$ cat src/rph_pkg.sv
`timescale 1ns / 1ps

package rph_pkg;

    localparam int NUM_BINS  = 256;
    localparam int GRID_SIZE = 1024;
    localparam int BIN_AW    = $clog2(NUM_BINS);
    localparam int AXES      = 3;

    // field widths
    localparam int GRID_W     = 10;
    localparam int SAMPLE_W   = 16;
    localparam int SEL_W      = 8;
    localparam int BIN_W      = 48;
    localparam int COORD_W    = 24;
    localparam int SPACING_W  = 16;
    localparam int IBW_W      = 16;
    localparam int CFG_IDX_W  = 4;
    localparam int CFG_DATA_W = 24;

    // datapath widths
    localparam int POS_W      = GRID_W + SPACING_W;
    localparam int AXSQ_W     = 2 * POS_W;
    localparam int D2_W       = AXSQ_W + 2;
    localparam int LIM_W      = 2 * COORD_W;
    localparam int ROOT_W     = COORD_W;
    localparam int ROOT_CNT_W = $clog2(ROOT_W);
    localparam int REM_W      = ROOT_W + 2;
    localparam int PROD_W     = ROOT_W + IBW_W;
    localparam int ROUND_SH   = 20;
    localparam int IDX_W      = PROD_W + 1 - ROUND_SH;
    localparam int SQ_W       = 2 * SAMPLE_W;
    localparam int VOL2_W     = 2 * SPACING_W;
    localparam int VOL_W      = 3 * SPACING_W;
    localparam int VOL_HALF   = VOL_W / 2;
    localparam int PART_W     = SQ_W + VOL_HALF;
    localparam int MASS_SH    = 12;

    localparam logic [PROD_W:0] ROUND_HALF = (PROD_W + 1)'(1) << (ROUND_SH - 1);

    // operation codes
    localparam logic OP_ACCUM = 1'b0;
    localparam logic OP_READ  = 1'b1;

    // register indexes
    localparam logic [CFG_IDX_W-1:0] REG_CENTRE_X  = 4'd0;
    localparam logic [CFG_IDX_W-1:0] REG_CENTRE_Y  = 4'd1;
    localparam logic [CFG_IDX_W-1:0] REG_CENTRE_Z  = 4'd2;
    localparam logic [CFG_IDX_W-1:0] REG_SPACING_X = 4'd3;
    localparam logic [CFG_IDX_W-1:0] REG_SPACING_Y = 4'd4;
    localparam logic [CFG_IDX_W-1:0] REG_SPACING_Z = 4'd5;
    localparam logic [CFG_IDX_W-1:0] REG_RADIUS    = 4'd6;
    localparam logic [CFG_IDX_W-1:0] REG_INV_WIDTH = 4'd7;

    // register reset values
    localparam logic [SPACING_W-1:0] SPACING_RST = 16'd4096;
    localparam logic [COORD_W-1:0]   RADIUS_RST  = 24'hFFFFFF;
    localparam logic [IBW_W-1:0]     IBW_RST     = 16'd256;

    typedef struct packed {
        logic              rd_en;
        logic [BIN_AW-1:0] rd_addr;
        logic              wr_en;
        logic [BIN_AW-1:0] wr_addr;
        logic [BIN_W-1:0]  wr_data;
    } mem_cmd_t;

endpackage

$ cat src/rph_isqrt.sv
`timescale 1ns / 1ps

// Restoring integer square root, one result bit per cycle.
module rph_isqrt import rph_pkg::*;
(
    input  logic              clk,
    input  logic              rst_n,
    input  logic              start,
    input  logic [LIM_W-1:0]  radicand,
    output logic              done,
    output logic [ROOT_W-1:0] root
);

    logic                  busy_reg;
    logic                  done_reg;
    logic [ROOT_CNT_W-1:0] cnt_reg;
    logic [LIM_W-1:0]      rad_reg;
    logic [REM_W-1:0]      rem_reg;
    logic [ROOT_W-1:0]     root_reg;

    logic [REM_W+1:0] rem_sh;
    logic [REM_W+1:0] trial;
    logic             fits;

    assign rem_sh = {rem_reg, rad_reg[LIM_W-1 -: 2]};
    assign trial  = {2'b00, root_reg, 2'b01};
    assign fits   = (rem_sh >= trial);

    always_ff @(posedge clk or negedge rst_n)
    begin
        if (!rst_n)
        begin
            busy_reg <= 1'b0;
            done_reg <= 1'b0;
            cnt_reg  <= '0;
        end
        else
        begin
            done_reg <= 1'b0;
            if (start)
            begin
                busy_reg <= 1'b1;
                cnt_reg  <= ROOT_CNT_W'(ROOT_W - 1);
            end
            else if (busy_reg)
            begin
                cnt_reg <= cnt_reg - 1'b1;
                if (cnt_reg == '0)
                begin
                    busy_reg <= 1'b0;
                    done_reg <= 1'b1;
                end
            end
        end
    end

    always_ff @(posedge clk)
    begin
        if (start)
        begin
            rad_reg  <= radicand;
            rem_reg  <= '0;
            root_reg <= '0;
        end
        else if (busy_reg)
        begin
            rad_reg <= rad_reg << 2;
            if (fits)
            begin
                rem_reg  <= REM_W'(rem_sh - trial);
                root_reg <= {root_reg[ROOT_W-2:0], 1'b1};
            end
            else
            begin
                rem_reg  <= REM_W'(rem_sh);
                root_reg <= {root_reg[ROOT_W-2:0], 1'b0};
            end
        end
    end

    assign done = done_reg;
    assign root = root_reg;

endmodule

$ cat config.mk
export PLATFORM = sky130hd
export DESIGN_NAME = rph_isqrt
export DESIGN_NICKNAME = d
export VERILOG_FILES = /design/src/rph_pkg.sv /design/src/rph_isqrt.sv
export SDC_FILE = /design/constraint.sdc
export NUM_CORES = 1
export LEC_CHECK = 0
export ABC_AREA = 1
export BUFFER_PORTS_ARGS = -buffer_cell sky130_fd_sc_hd__buf_2
export CAP_MARGIN = 20
export CORE_UTILIZATION = 62
export DETAILED_ROUTE_END_ITERATION = 6
export PLACE_DENSITY = 0.95
export SYNTH_ARGS = -nofsm -noshare
export SYNTH_HDL_FRONTEND = slang
export SYNTH_SLANG_ARGS = --single-unit
$ cat constraint.sdc
create_clock -name clk -period 3.95 [get_ports clk]
set_input_delay 0.1975 -clock clk [delete_from_list [all_inputs] [get_ports clk]]
set_output_delay 0.1975 -clock clk [all_outputs]
set_load 0.02 [all_outputs]
==> out/metrics.yaml <==
grt_max_degree: 55
wl_met2_mm: 7.271
io_pins: 76
cp-end-kind: "register"
die_width_microns: 101.2
synth.area.mux_share_pct: 0
fin_crit_sh_pct: 62.85
start_util_pct: 65.10
synth_cell_type_count: 42
overflow: 0
antenna_cells: 0
drt_iter0_drc: 467
highest_layer: "met4"
die_h_microns: 101.2
setup_viol_count_final: 0
power_density_mw_per_mm2: 725.7
num_rows: 35
slew_headroom_pct: 28.41
syn_inst: 847
synthAdderAreaFrac_pct: 5.742
grt_pass1_vias: 5364
postCtsSetupRepairBufs: 0
synth_compound_area_share_pct: 7.732
syn_nets: 926
ys.flop_type: "dfxtp_1"
syn_area_sq_mm: 0.006101
ir_worst_vdd_uv: 414.1
antenna_found_initial: 0
grt_pass1_wl_mm: 24.71
maxSlewViolCount: 0
drt-met1-wl_mm: 6.132
numCtsBuffers: 9
drc_errors: 0
drive_above_1_share_pct: 12.96
ctsResizeCount: 0
cts_max_level: 3
timing.setup.tns_ns: 0
synth-xor-area-share_pct: 2.010
synth_top_family_by_area: "simple AND/OR/NAND/NOR gates"
yosysSeqAreaShare_pct: 42.90
cts_buffer_depth: 2
final_util_pct: 72.20
core-area_sq_mm: 0.009371
wl_met3_mm: 1.295
skew_ns: 0.007706
cap_violations: 0
cts.sinks: 105
synth_warnings: 0
dr_total_vias: 5802
fillCellCount: 737
arrival_ns: 2.81
wl_per_cell_microns: 14.41
portBuffers: 75
drt-total-wl_mm: 15.08
globalRouteTotalUtil_pct: 31.14
post-dp-hpwl_mm: 10.69
synth-edff-count: 48
area.growth.synth_to_final_pct: 10.91
place.gp.congestion: 0.9763
cp_max_fo: 42
nNetsFinal: 992
worst_slew_pin_slew_ns: 1.073
leakage_nw: 3.551
syn_area_per_cell_sq_um: 7.203
hold_viol_final: 0
cp-start-kind: "register"
synth_seq_cells: 105
async_flop_share_pct: 6.667
route.antenna.remaining_nets: 0
cts_root_buffer: "clkbuf_8"
critical_path_required_ns: 4.28
path_clk_slew_ns: 0.12
min_path_type: "input pin to register"
final.min_clock_period_ns: 2.483
largest_reg_flops: 48
timing.fmax_ghz: 0.4028
dr.pass1.iters: 5
die-area_sq_mm: 0.01024
rsz0062_at_grt: "false"
viasPerCell: 5.542
insertion_delay_ns: 0.38
outcome: "complete, no violations"
postCtsHoldBufs: 1
setup.worst_path.class: "register to register"
cts_tree: "built"
synthSimpleGateAreaFrac_pct: 32.03
[layout by cell type, fill, tap and decap left out, drive strengths merged]
master | netlist | routed
nand3b | 4 | 4
nor4 | 1 | 1
clkinv | 1 | 3
o21bai | 2 | 2
dfrtp | 7 | 7
or2 | 4 | 4
nand2 | 351 | 351
a31oi | 1 | 1
nor2 | 54 | 54
edfxtp | 48 | 48
nand3 | 37 | 37
a22oi | 1 | 1
buf | 7 | 79
nand4 | 16 | 16
a21boi | 1 | 1
dlygate4sd3 | 0 | 1
nor3 | 4 | 4
o211ai | 4 | 4
inv | 121 | 126
clkbuf | 18 | 9
o22ai | 23 | 23
o21ai | 21 | 21
xor2 | 2 | 2
a21oi | 29 | 29
dfxtp | 50 | 50
xnor2 | 12 | 12
ha | 28 | 28
[per-stage QoR]
step / worst slack (ns) / cells / instance area, sq um / power (mW) / hold slack [ns]
2_1_floorplan: 1.241 / 847 / 6101 / 3.569 / -0.09809
3_5_place_dp: 1.566 / 1030 / 6541 / 4.088 / 0.04259
6_report: 1.467 / 1047 / 6766 / 4.910 / 0.07167
4_1_cts: 1.518 / 1047 / 6766 / 4.831 / 0.06686
3_3_place_gp: 1.628 / 1030 / 6541 / 4.012 / 0.04161
5_1_grt: 1.261 / 1047 / 6766 / 5.297 / 0.06818
[critical path, cell delays in order, from the launching register on]
cell and delay, ns:
dfxtp_1 0.39, inv_1 0.08, ha_1 0.37, nand2_1 0.12
o21ai_2 0.25, nand2_1 0.12, nand3_2 0.14, nand3_4 0.13
nand2_4 0.39, nand4_1 0.16, nand3_1 0.13, nand2_1 0.07
inv_1 0.08
[path summary, 6_finish.rpt]
check	slack, ns	cells past startpoint	end	start
worst max-delay path	1.47	12	rem_reg[15]	root[0]
worst min-delay path	0.07	3	rad_reg[23]	radicand[23]
worst max register to register	1.47	12	rem_reg[15]	root[0]
worst min register to register	0.46	2	rem_reg[24]	rem_reg[24]
max in group asynchronous	3.64	2	busy_reg	rst_n
min in group asynchronous	0.16	2	cnt_reg[2]	rst_n
[synth_stat cells (5+ instances only)]
| cell | count | share of area [%] |
|---|---|---|
| nand2_1 | 345 | 21 |
| inv_1 | 117 | 7.2 |
| dfxtp_1 | 50 | 16 |
| nor2_1 | 50 | 3.1 |
| edfxtp_1 | 48 | 24 |
| nand3_1 | 34 | 2.8 |
| ha_1 | 28 | 5.7 |
| a21oi_1 | 27 | 2.2 |
| o22ai_1 | 23 | 2.4 |
| clkbuf_1 | 18 | 1.1 |
| o21ai_0 | 18 | 1.5 |
| nand4_1 | 16 | 1.6 |
| xnor2_1 | 12 | 1.7 |
| dfrtp_1 | 7 | 2.9 |
| nand2_2 | 5 | 0.51 |
[power by group]
group | total (mW) | internal, mW | switching, mW
combinational | 2.76 | 0.946 | 1.82
clock | 0.715 | 0.261 | 0.454
sequential | 1.43 | 1.31 | 0.119
[logic make-up (layout without fill, tap and decap cells)]
logic type | after synthesis | after routing
AOI/OAI and AO/OA | 82 | 82
DFF | 105 | 105
adders and majority gates | 28 | 28
xor gates and xnor gates | 14 | 14
buffers and inverters | 147 | 218
and+or+nand+nor | 471 | 471
[layout make-up]
class	instances	area (sq um)	area share (%)
inverter	122	457.9	6.768
sequential	105	2618	38.68
clock buffer	9	123.9	1.831
tap	129	161.4	2.385
multi-input combinational	595	2899	42.84
timing repair buffer	80	415.4	6.139
clock inverter	7	91.34	1.350
[metal layers]
| layer | global-route usage (%) | vias up |
|---|---|---|
| met3 | 6.004 | 51 |
| li1 | - | 2815 |
| met4 | 11.26 | 0 |
| met1 | 40.81 | 2649 |
| met5 | 0 | - |
| met2 | 51.70 | 287 |
(Power assumes the default switching activity.)
